File: config.mk
export PLATFORM = sky130hd
export DESIGN_NAME = capacitive_touch_detector
export DESIGN_NICKNAME = d
export VERILOG_FILES = /design/src/design/ctd_pkg.sv /design/src/design/capacitive_touch_detector.sv /design/src/design/ctd_cfg_regs.sv /design/src/design/ctd_core.sv
export VERILOG_INCLUDE_DIRS = /design/src /design/src/design
export SDC_FILE = /design/constraint.sdc
export NUM_CORES = 2
export LEC_CHECK = 0
export ABC_AREA = 1
export BUFFER_PORTS_ARGS = -buffer_cell sky130_fd_sc_hd__buf_4
export CORE_MARGIN = 5
export CORE_UTILIZATION = 38
export DETAILED_ROUTE_END_ITERATION = 10
export PLACE_DENSITY = 0.63
export SETUP_SLACK_MARGIN = 0.15
export SLEW_MARGIN = 30
export SYNTH_ARGS = -nofsm -noshare
export SYNTH_HDL_FRONTEND = slang
export SYNTH_SLANG_ARGS = --single-unit
File: constraint.sdc
create_clock -name i_clk -period 15.1 [get_ports i_clk]
set_clock_uncertainty 0.05 [all_clocks]
set_input_delay 2.265 -clock i_clk [delete_from_list [all_inputs] [get_ports i_clk]]
set_output_delay 2.265 -clock i_clk [all_outputs]
set_load 0.02 [all_outputs]
File: src/design/capacitive_touch_detector_defines.svh
// Assertion macros used by the capacitive touch detector top level.
`ifndef CAPACITIVE_TOUCH_DETECTOR_DEFINES_SVH
`define CAPACITIVE_TOUCH_DETECTOR_DEFINES_SVH

`ifndef SYNTHESIS
// Same-cycle implication, sampled on i_clk, off during reset.
`define CTD_ASSERT_NOW(lbl, ante, cons, msg) \
    lbl: assert property (@(posedge i_clk) disable iff (!i_rst_n) (ante) |-> (cons)) \
        else $error(msg);
// Next-cycle implication, sampled on i_clk, off during reset.
`define CTD_ASSERT_NXT(lbl, ante, cons, msg) \
    lbl: assert property (@(posedge i_clk) disable iff (!i_rst_n) (ante) |=> (cons)) \
        else $error(msg);
`else
`define CTD_ASSERT_NOW(lbl, ante, cons, msg)
`define CTD_ASSERT_NXT(lbl, ante, cons, msg)
`endif

`endif

File: src/design/ctd_pkg.sv
// Shared types and constants for the capacitive touch detector.
package ctd_pkg;

    localparam int unsigned SAMPLE_W = 16;
    localparam int unsigned TIME_W   = 32;
    localparam int unsigned FRAC_W   = 16;
    localparam int unsigned GUARD_W  = 16;
    localparam int unsigned SUM_W    = 19;
    localparam int unsigned CNT_W    = 3;
    localparam int unsigned CFG_IDX_W  = 2;
    localparam int unsigned CFG_DATA_W = 32;

    // Configuration register indexes
    localparam logic [CFG_IDX_W-1:0] REG_PRESS_FRAC   = 2'd0;
    localparam logic [CFG_IDX_W-1:0] REG_RELEASE_FRAC = 2'd1;
    localparam logic [CFG_IDX_W-1:0] REG_GUARD_MS     = 2'd2;
    localparam logic [CFG_IDX_W-1:0] REG_AUTOCAL_MS   = 2'd3;

    // Configuration reset values
    localparam logic [FRAC_W-1:0]  RST_PRESS_FRAC   = 16'd6554;
    localparam logic [FRAC_W-1:0]  RST_RELEASE_FRAC = 16'd2621;
    localparam logic [GUARD_W-1:0] RST_GUARD_MS     = 16'd800;
    localparam logic [TIME_W-1:0]  RST_AUTOCAL_MS   = 32'd60000;

    // Input item mode codes
    localparam logic MODE_INIT   = 1'b0;
    localparam logic MODE_SAMPLE = 1'b1;

    typedef struct packed {
        logic [FRAC_W-1:0]  press_frac;
        logic [FRAC_W-1:0]  release_frac;
        logic [GUARD_W-1:0] guard_ms;
        logic [TIME_W-1:0]  autocal_ms;
    } t_cfg;

    typedef struct packed {
        logic                mode;
        logic [SAMPLE_W-1:0] sample;
        logic [TIME_W-1:0]   now_ms;
        logic                read_ok;
    } t_item;

    typedef struct packed {
        logic                pressed;
        logic [SAMPLE_W-1:0] baseline_now;
        logic                rebaselined;
        logic                calibrated;
    } t_result;

endpackage

File: src/design/capacitive_touch_detector.sv
// Capacitive touch detector: input register, single-pass update, output register.
// A word is taken into the input register and its result into the output register.
// Throughput: one word per cycle while i_out_stall is low; the detector state updates
// as a word moves into the output register, and the next word sees the updated state.
// Reset (synchronous, active low) clears both stage valids, the detector state and
// loads the configuration reset values.
`include "capacitive_touch_detector_defines.svh"
module capacitive_touch_detector
    import ctd_pkg::*;
#(
    parameter int unsigned INIT_READINGS = 5
) (
    input  logic                  i_clk,
    input  logic                  i_rst_n,
    input  logic                  i_cfg_we,
    input  logic [CFG_IDX_W-1:0]  i_cfg_idx,
    input  logic [CFG_DATA_W-1:0] i_cfg_data,
    input  logic                  i_in_valid,
    output logic                  o_in_stall,
    input  logic                  i_mode,
    input  logic [SAMPLE_W-1:0]   i_sample,
    input  logic [TIME_W-1:0]     i_now_ms,
    input  logic                  i_read_ok,
    output logic                  o_out_valid,
    input  logic                  i_out_stall,
    output logic                  o_pressed,
    output logic [SAMPLE_W-1:0]   o_baseline_now,
    output logic                  o_rebaselined,
    output logic                  o_calibrated
);

    t_cfg    cfg;
    t_result core_res;

    logic    r_in_vld;
    t_item   r_item;
    logic    r_out_vld;
    t_result r_res;

    logic    in_load;
    logic    out_load;

    ctd_cfg_regs u_cfg (
        .i_clk      (i_clk),
        .i_rst_n    (i_rst_n),
        .i_cfg_we   (i_cfg_we),
        .i_cfg_idx  (i_cfg_idx),
        .i_cfg_data (i_cfg_data),
        .o_cfg      (cfg)
    );

    ctd_core #(
        .INIT_READINGS (INIT_READINGS)
    ) u_core (
        .i_clk    (i_clk),
        .i_rst_n  (i_rst_n),
        .i_commit (out_load),
        .i_item   (r_item),
        .i_cfg    (cfg),
        .o_result (core_res)
    );

    // handshake: the input stage drains whenever the output register frees up
    assign out_load   = r_in_vld && (!r_out_vld || !i_out_stall);
    assign o_in_stall = r_in_vld && !out_load;
    assign in_load    = i_in_valid && !o_in_stall;

    // stage valids
    always_ff @(posedge i_clk) begin
        if (!i_rst_n) begin
            r_in_vld  <= 1'b0;
            r_out_vld <= 1'b0;
        end else begin
            if (in_load) begin
                r_in_vld <= 1'b1;
            end else if (out_load) begin
                r_in_vld <= 1'b0;
            end
            if (out_load) begin
                r_out_vld <= 1'b1;
            end else if (!i_out_stall) begin
                r_out_vld <= 1'b0;
            end
        end
    end

    // payload registers
    always_ff @(posedge i_clk) begin
        if (in_load) begin
            r_item.mode    <= i_mode;
            r_item.sample  <= i_sample;
            r_item.now_ms  <= i_now_ms;
            r_item.read_ok <= i_read_ok;
        end
        if (out_load) begin
            r_res <= core_res;
        end
    end

    assign o_out_valid    = r_out_vld;
    assign o_pressed      = r_res.pressed;
    assign o_baseline_now = r_res.baseline_now;
    assign o_rebaselined  = r_res.rebaselined;
    assign o_calibrated   = r_res.calibrated;

    // checks
    `CTD_ASSERT_NOW(a_rebase_needs_cal, o_out_valid && o_rebaselined, o_calibrated, "rebaseline before calibration")
    `CTD_ASSERT_NOW(a_full_pipe_stalls, r_in_vld && r_out_vld && i_out_stall, o_in_stall, "input taken into a blocked pipe")
    `CTD_ASSERT_NXT(a_cal_sticky, o_out_valid && o_calibrated, o_calibrated, "calibrated flag dropped")

endmodule

File: src/design/ctd_cfg_regs.sv
// Configuration register file for the capacitive touch detector.
module ctd_cfg_regs
    import ctd_pkg::*;
(
    input  logic                  i_clk,
    input  logic                  i_rst_n,
    input  logic                  i_cfg_we,
    input  logic [CFG_IDX_W-1:0]  i_cfg_idx,
    input  logic [CFG_DATA_W-1:0] i_cfg_data,
    output t_cfg                  o_cfg
);

    t_cfg r_cfg;

    // register writes, low bits of the data word
    always_ff @(posedge i_clk) begin
        if (!i_rst_n) begin
            r_cfg.press_frac   <= RST_PRESS_FRAC;
            r_cfg.release_frac <= RST_RELEASE_FRAC;
            r_cfg.guard_ms     <= RST_GUARD_MS;
            r_cfg.autocal_ms   <= RST_AUTOCAL_MS;
        end else if (i_cfg_we) begin
            unique case (i_cfg_idx)
                REG_PRESS_FRAC:   r_cfg.press_frac   <= i_cfg_data[FRAC_W-1:0];
                REG_RELEASE_FRAC: r_cfg.release_frac <= i_cfg_data[FRAC_W-1:0];
                REG_GUARD_MS:     r_cfg.guard_ms     <= i_cfg_data[GUARD_W-1:0];
                REG_AUTOCAL_MS:   r_cfg.autocal_ms   <= i_cfg_data[TIME_W-1:0];
            endcase
        end
    end

    assign o_cfg = r_cfg;

endmodule

File: src/design/ctd_core.sv
// Detection state and single-pass update logic for one word.
module ctd_core
    import ctd_pkg::*;
#(
    parameter int unsigned INIT_READINGS = 5
) (
    input  logic    i_clk,
    input  logic    i_rst_n,
    input  logic    i_commit,
    input  t_item   i_item,
    input  t_cfg    i_cfg,
    output t_result o_result
);

    // exact divide by INIT_READINGS: multiply by rounded-up reciprocal
    localparam int unsigned DivShift = SUM_W + CNT_W;
    localparam longint unsigned DivMul =
        ((64'd1 << DivShift) + INIT_READINGS - 1) / INIT_READINGS;
    localparam logic [DivShift:0] DivMulV = DivMul[DivShift:0];
    localparam int unsigned ProdW = SUM_W + DivShift + 1;
    localparam logic [CNT_W-1:0] InitCnt = INIT_READINGS[CNT_W-1:0];

    logic                r_pressed;
    logic [SAMPLE_W-1:0] r_base;
    logic [TIME_W-1:0]   r_base_time;
    logic [TIME_W-1:0]   r_since_time;
    logic [SUM_W-1:0]    r_init_sum;
    logic [CNT_W-1:0]    r_init_cnt;
    logic                r_cal;

    logic                n_pressed;
    logic [SAMPLE_W-1:0] n_base;
    logic [TIME_W-1:0]   n_base_time;
    logic [TIME_W-1:0]   n_since_time;
    logic [SUM_W-1:0]    n_init_sum;
    logic [CNT_W-1:0]    n_init_cnt;
    logic                n_cal;
    logic                n_rebased;

    logic [SUM_W-1:0]    sum_inc;
    logic [CNT_W-1:0]    cnt_inc;
    logic [ProdW-1:0]    avg_prod;
    logic [SAMPLE_W-1:0] avg;

    logic [SAMPLE_W:0]   diff;
    logic [TIME_W-1:0]   lhs;
    logic [TIME_W-1:0]   press_th;
    logic [TIME_W-1:0]   release_th;
    logic                over_press;
    logic                under_release;
    logic                st;
    logic                want;
    logic [TIME_W-1:0]   since_upd;
    logic [TIME_W-1:0]   age_base;
    logic [TIME_W-1:0]   age_state;

    // init averaging path
    assign sum_inc  = r_init_sum + {{(SUM_W-SAMPLE_W){1'b0}}, i_item.sample};
    assign cnt_inc  = r_init_cnt + 1'b1;
    assign avg_prod = {{(DivShift+1){1'b0}}, sum_inc} * {{SUM_W{1'b0}}, DivMulV};
    assign avg      = avg_prod[DivShift +: SAMPLE_W];

    // relative drop against the two thresholds, Q0.16
    assign diff       = {1'b0, r_base} - {1'b0, i_item.sample};
    assign lhs        = {diff[SAMPLE_W-1:0], {FRAC_W{1'b0}}};
    assign press_th   = {{(TIME_W-SAMPLE_W){1'b0}}, r_base} *
                        {{(TIME_W-FRAC_W){1'b0}}, i_cfg.press_frac};
    assign release_th = {{(TIME_W-SAMPLE_W){1'b0}}, r_base} *
                        {{(TIME_W-FRAC_W){1'b0}}, i_cfg.release_frac};
    // negative drop never presses and always releases
    assign over_press    = !diff[SAMPLE_W] && (lhs > press_th);
    assign under_release = diff[SAMPLE_W] || (lhs < release_th);

    // hysteresis and timers
    always_comb begin
        st   = r_pressed;
        want = 1'b0;
        if (over_press) begin
            st = 1'b1;
        end else if (under_release) begin
            st   = 1'b0;
            want = r_pressed;
        end
        since_upd = (st != r_pressed) ? i_item.now_ms : r_since_time;
        age_base  = i_item.now_ms - r_base_time;
        age_state = i_item.now_ms - since_upd;
        if ((age_base >= i_cfg.autocal_ms) && (age_state >= i_cfg.autocal_ms)) begin
            want = 1'b1;
        end
    end

    // next state
    always_comb begin
        n_pressed    = r_pressed;
        n_base       = r_base;
        n_base_time  = r_base_time;
        n_since_time = r_since_time;
        n_init_sum   = r_init_sum;
        n_init_cnt   = r_init_cnt;
        n_cal        = r_cal;
        n_rebased    = 1'b0;
        if (i_item.read_ok) begin
            if (i_item.mode == MODE_INIT) begin
                n_init_sum = sum_inc;
                n_init_cnt = cnt_inc;
                if (cnt_inc >= InitCnt) begin
                    n_base       = avg;
                    n_base_time  = i_item.now_ms;
                    n_since_time = i_item.now_ms;
                    n_pressed    = 1'b0;
                    n_cal        = 1'b1;
                    n_init_sum   = '0;
                    n_init_cnt   = '0;
                    n_rebased    = 1'b1;
                end
            end else if (r_cal) begin
                n_pressed    = st;
                n_since_time = since_upd;
                if (want && (age_base >= {{(TIME_W-GUARD_W){1'b0}}, i_cfg.guard_ms})) begin
                    n_base      = i_item.sample;
                    n_base_time = i_item.now_ms;
                    n_rebased   = 1'b1;
                end
            end
        end
    end

    always_ff @(posedge i_clk) begin
        if (!i_rst_n) begin
            r_pressed    <= 1'b0;
            r_base       <= '0;
            r_base_time  <= '0;
            r_since_time <= '0;
            r_init_sum   <= '0;
            r_init_cnt   <= '0;
            r_cal        <= 1'b0;
        end else if (i_commit) begin
            r_pressed    <= n_pressed;
            r_base       <= n_base;
            r_base_time  <= n_base_time;
            r_since_time <= n_since_time;
            r_init_sum   <= n_init_sum;
            r_init_cnt   <= n_init_cnt;
            r_cal        <= n_cal;
        end
    end

    assign o_result.pressed      = n_pressed;
    assign o_result.baseline_now = n_base;
    assign o_result.rebaselined  = n_rebased;
    assign o_result.calibrated   = n_cal;

endmodule
== Yosys cells after proc, flatten, opt, wreduce, memory -nomap -nowiden ==
Cells that the tools add are included.
Widths: inputs -> output; s select.
Word-level totals
  output and inout bits: 21
  memories kept: 0
  ROM bits: 0
  input port bits: 89
  register bits: 255
  latch bits: 0
  bits in writable memories: 0
Cells by class
  shifts and indexed selects: 0
  order comparisons: 6
  multiplexer cells: 34
  bitwise logic cells: 1
  div/mod/pow operators: 0
  multipliers: 3
  add/subtract/negate cells: 5
  reductions and logical operators: 23
  equality and inequality tests: 7
Operators with widths (count)
  $mux 32: 7
  $mux 16: 5
  $ge 32x32->1: 2
  $mul 16x16->32: 2
  $sub 32x32->32: 2
  $mul 19x20->38 const B: 1
  $ge 32x16->1: 1
  $gt 32x32->1: 1
  $lt 32x32->1: 1
  $mux 1: 20
  $add 19x16->19: 1
  $mux 19: 1
  $sub 16x16->17: 1
  $reduce_and 2->1: 4
  $logic_and 1x1->1: 6
  $ne 2x1->1 const B: 3
  $logic_not 1->1: 5
  $reduce_and 5->1: 1
  $eq 2x2->1 const B: 2
  $reduce_and 4->1: 1
  $reduce_bool 2->1: 2
  $add 3x1->3 const B: 1
  $ge 3x3->1 const B: 1
  $mux 3: 1
  other kinds (6): 7

== Logic depth before layout (Yosys ltp) ==
  depth after elaboration: 16
  mapped depth: 82
  gate-level depth less buffers: 79

== Cells and area by module ==
From an unflattened synthesis, not the netlist that was laid out.
Unflattened totals
  cells, all modules: 5613
  area, all modules: 41230.8 um^2
By module, submodules not included
  ctd_core: times used 1, cells each 5063, area an instance 35901.9 um^2
  ctd_cfg_regs: times used 1, cells each 468, area an instance 3161.8 um^2
  capacitive_touch_detector: times used 1, cells each 82, area an instance 2167.1 um^2

== Worst setup path after synthesis ==
OpenSTA, ideal clock, no wires.
  path kind: register to register
  start point: register u_core.r_base[7]
  end point: register r_res, in the netlist o_baseline_now[3], data pin
  cell stages (with the launch flop): 74
  path buffers: 4
  arrival time: 11.234 ns
  slack: 3.558 ns
  clock period less this slack: 11.542 ns
  cells stage by stage: dfxtp_1 clkbuf_1 clkbuf_1 nand2_1 fa_1 inv_1 fa_1 inv_1 fa_1 inv_1 fa_1 fa_1 inv_1 fa_1 inv_1 ha_1 nand2_1 nor2_1 [... 38 more ...] nand2_1 nand2_1 ha_1 nand2_1 inv_1 nand3_1 nor3_1 nor4b_1 nand4_1 nand3_1 o21ai_0 nand2_4 clkbuf_1 nand4_1 nand3_1 nand2_1 o21ai_0 inv_1
RTL lines
  start: declaration: line ctd_core.sv:24  | logic [SAMPLE_W-1:0] r_base;
  start signal: assignment: line ctd_core.sv:139  | r_base <= n_base;
  end signal: assignment: line capacitive_touch_detector.sv:96  | r_res <= core_res;
  end: declaration: line capacitive_touch_detector.sv:38  | t_result r_res;

== Worst setup path after layout ==
  start point: register u_core.r_base[13]
  end point: register u_core.r_base_time[26]
On the way
  cells in the longest elaborated chain, start to end: 14
  elaborated cells on any way between the ends: 21
  those cells by class: 2 x add/sub; 2 x mul; 3 x order compare; 2 x eq/ne; 6 x mux; 6 x reduce/logical
RTL lines
  $mul 16x16->32 / $sub 16x16->17 (equally long branches): line ctd_core.sv:68, ctd_core.sv:64
  $lt 32x32->1: line ctd_core.sv:72  | assign under_release = diff[SAMPLE_W] || (lhs < release_th);
  $logic_or 1x1->1: line ctd_core.sv:72
  $mux 1: line ctd_core.sv:80  | end else if (under_release) begin
  $mux 1: line ctd_core.sv:78  | if (over_press) begin
  $ne 1x1->1: line ctd_core.sv:84  | since_upd = (st != r_pressed) ? i_item.now_ms : r_since_time;
  $mux 32: line ctd_core.sv:84
  $sub 32x32->32: line ctd_core.sv:86  | age_state = i_item.now_ms - since_upd;
  $ge 32x32->1: line ctd_core.sv:87  | if ((age_base >= i_cfg.autocal_ms) && (age_state >= i_cfg.autocal_ms)) begin
  $logic_and 1x1->1: line ctd_core.sv:87
  $mux 1 (*): line ctd_core.sv:87
  $logic_and 1x1->1 (*): line ctd_core.sv:119  | if (want && (age_base >= {{(TIME_W-GUARD_W){1'b0}}, i_cfg.guard_ms})) begin
  $ne 2x1->1 (no line) (*)
  $reduce_and 5->1 (no line) (*)
  end signal: assignment: line ctd_core.sv:140  | r_base_time <= n_base_time;
  end: declaration: line ctd_core.sv:25  | logic [TIME_W-1:0] r_base_time;
Mark *: on every way between the ends. The rest lies on a longest branch, timed or not.
A chain may end at the register's enable or synchronous reset.

==> impl_metrics.toml <==
[power_and_ir_drop]
internal_power_mw = 2.84
pwr-share-comb_pct = 75.4
switchingPower_mw = 3.22
pwr-share-seq_pct = 13.0
p_leak_nw = 23.3
sw_frac_of_total_pct = 53.1
clkPwrFrac_pct = 11.5
peakVddDrop_v = 0.000347
p_total_mw = 6.06
power_density_nw_per_um2 = 138

[finish]
stdcell_count = 6806
area_growth_syn_to_layout_pct = 8.02
final_common_cell = "inv_1"
layout_common_cells = "inv_1 (1226), nand2_1 (1223), ha_1 (545)"
final_layout_size_suffix_gt1_share_pct = 5.48
final_util_pct = 41.2
nets = 6505
fill_cells = 10900
diodes = 0
regArea_um2 = 5810
multi_input_area_um2 = 29400
fin_area_um2 = 43900

[setup_path]
cp.required_ns = 15.56
end_kind = "flop"
cp_slowest_cell = "dfxtp_1"
path_common_cell = "nand2_1"
max_stage_delay_ns = 0.77
startpoint_type = "flop"
cp.arrival_ns = 14.43
crit_type = "reg2reg"
path_max_fanout = 28

[clock_network]
cts.clk_slew.worst_paths_ns = 0.08
clk_latency_ns = 0.60
cts_tree = "yes"
cts_root_buf = "clkbuf_16"
cts_made_buffers = 28
ctsLongestPathBuffers = 3
htreeDepth = 1
hold_buffers = 0
clock_sinks = 255

[grt]
first_global_vias = 34700
grt_pass1_wl_um = 186000
overflow = 0
grt_max_degree = 92
antenna_found_initial = 0
grtUsageTotal_pct = 20.3

[synthesis]
ys_warn_count = 0
synth_nets = 6501
synth_cell_type_count = 63
synth.largest_area_cell = "fa_1"
seq_area_frac_synth_pct = 14.3
async_flop_share_pct = 0
postSynthAreaPerCell_um2 = 7.55
ys.flop_type = "dfxtp_1"
synth-edff-count = 69
yosys-top-cells-area = "fa_1 (24%), ha_1 (17%), inv_1 (11%)"
synth_area_um2 = 40600
yosysTopAreaCellShare_pct = 24.2
synthCells = 5377
synth-seq-cells = 255

[sta]
setup-tns-final_ns = 0
hold_viol = 0
timing.slew.headroom_pct = 37.0
maxSlewViolCount = 0
finalCritPeriodShare_pct = 92.5
rsz0062_at_grt = "false"
timing.final.crit_period_ns = 13.97
setup_viol = 0
fin_ws_ns = 1.13
tightest_slew_ns = 0.945
holdWs_ns = 0.414
fmax_mhz = 71.6

[floorplan]
fp.dieArea_um2 = 114000
die_w_um = 337
rows = 120
core_um2 = 107000
num_io_pins = 110
start_util_pct = 38.1
die_y_um = 337

[status]
status = "completed"

[placed_design]
dp_slack_ns = 0.292
gp_congestion = 0.945
place.port_buffers = 109
dp.cells = 6750
hpwlAfterDp_um = 94900
place_area_um2 = 42900

[detailed_routing]
wirelength_um = 115000
drc_errors = 0
vias_per_cell = 5.02
final_antenna_net_count = 0
drt_iter0_markers = 2212
via_count = 34100
firstDrtPassIters = 5
wl_per_cell_um = 16.9

[hold_path]
hp-class = "reg2reg"

[job]
maxCapViolCount = 0
-- sequential cells by signal, indices dropped and copies added (netlist names) --
register,cells
o_pressed,1
u_core.r_cal,1
o_baseline_now,16
u_core.r_base_time,32
o_calibrated,1
u_core.r_since_time,32
u_core.r_init_cnt,3
u_core.r_pressed,1
o_out_valid,1
u_cfg.o_cfg,80
u_core.r_base,16
o_rebaselined,1
r_in_vld,1
u_core.r_init_sum,19
r_item,50
-- layout make-up --
| class | count | area share [%] |
|---|---|---|
| inverter | 1233 | 10.6 |
| clock inverter | 14 | 0.285 |
| sequential | 255 | 13.2 |
| timing repair buffer | 180 | 3.14 |
| clock buffer | 38 | 1.82 |
| multi-input combinational | 3683 | 66.9 |
| tap | 1403 | 4.00 |
-- repair_timing --
item	CTS	global route
gates resized for setup	0	18
setup buffers	0	3
setup endpoints to repair	0	65
hold endpoints to repair	0	0
-- kinds of logic after synthesis --
kind of cell,Yosys count,share of synthesized area [%]
compound gates,759,10.4
xor+xnor,129,2.80
fa+ha+maj,1035,40.9
buf+inv,1439,13.5
flops,255,14.3
mux,21,0.518
simple gates,1739,17.6
-- metal layers --
layer / wire length [µm] / up-vias / GRT usage, %
met1: 53400 / 16400 / 28.6
li1: - / 16700 / -
met2: 52800 / 873 / 34.1
met3: 5920 / 148 / 1.85
met5: 0 / - / 0
met4: 2580 / 0 / 4.65
-- worst max-delay path: cells and delay by family (launching register included) --
kind                       cells  cell delay [ns]
muxes                          1             0.29
AOI/OAI and AO/OA             12             2.81
adders and majority gates     10             4.30
and+or+nand+nor               36             5.01
DFF                            1             0.77
buffers and inverters          4             0.48
xor gates and xnor gates       1             0.14
-- worst paths after layout --
| path | from | endpoint | slack (ns) | depth (start not counted) |
|---|---|---|---|---|
| worst min register to register | u_cfg.o_cfg[34] | u_cfg.o_cfg[34] | 0.41 | 2 |
| worst min-delay path | u_cfg.o_cfg[34] | u_cfg.o_cfg[34] | 0.41 | 2 |
| worst max-delay path | u_core.r_base[13] | u_core.r_base_time[26] | 1.13 | 64 |
| worst max register to register | u_core.r_base[13] | u_core.r_base_time[26] | 1.13 | 64 |
-- cell usage after synthesis (all sizes together), types with 21 or more instances --
| master | n |
|---|---|
| nand3 | 175 |
| edfxtp | 69 |
| a21oi | 408 |
| dfxtp | 186 |
| inv | 1231 |
| nand4 | 59 |
| o21ai | 217 |
| nor3 | 24 |
| fa | 490 |
| xnor2 | 52 |
| mux2i | 21 |
| nor2 | 223 |
| o211ai | 38 |
| nand2 | 1238 |
| buf | 25 |
| clkbuf | 181 |
| xor2 | 77 |
| ha | 545 |
-- power groups by stage --
stage          combinational [mW]  clock, mW  sequential (mW)
2_1_floorplan                3.37          0            0.764
3_3_place_gp                 4.48          0            0.803
3_5_place_dp                 4.52          0            0.802
4_1_cts                      4.56      0.716            0.788
5_1_grt                      5.25      0.741            0.792
6_report                     4.57      0.698            0.790
(Power assumes the default switching activity.)
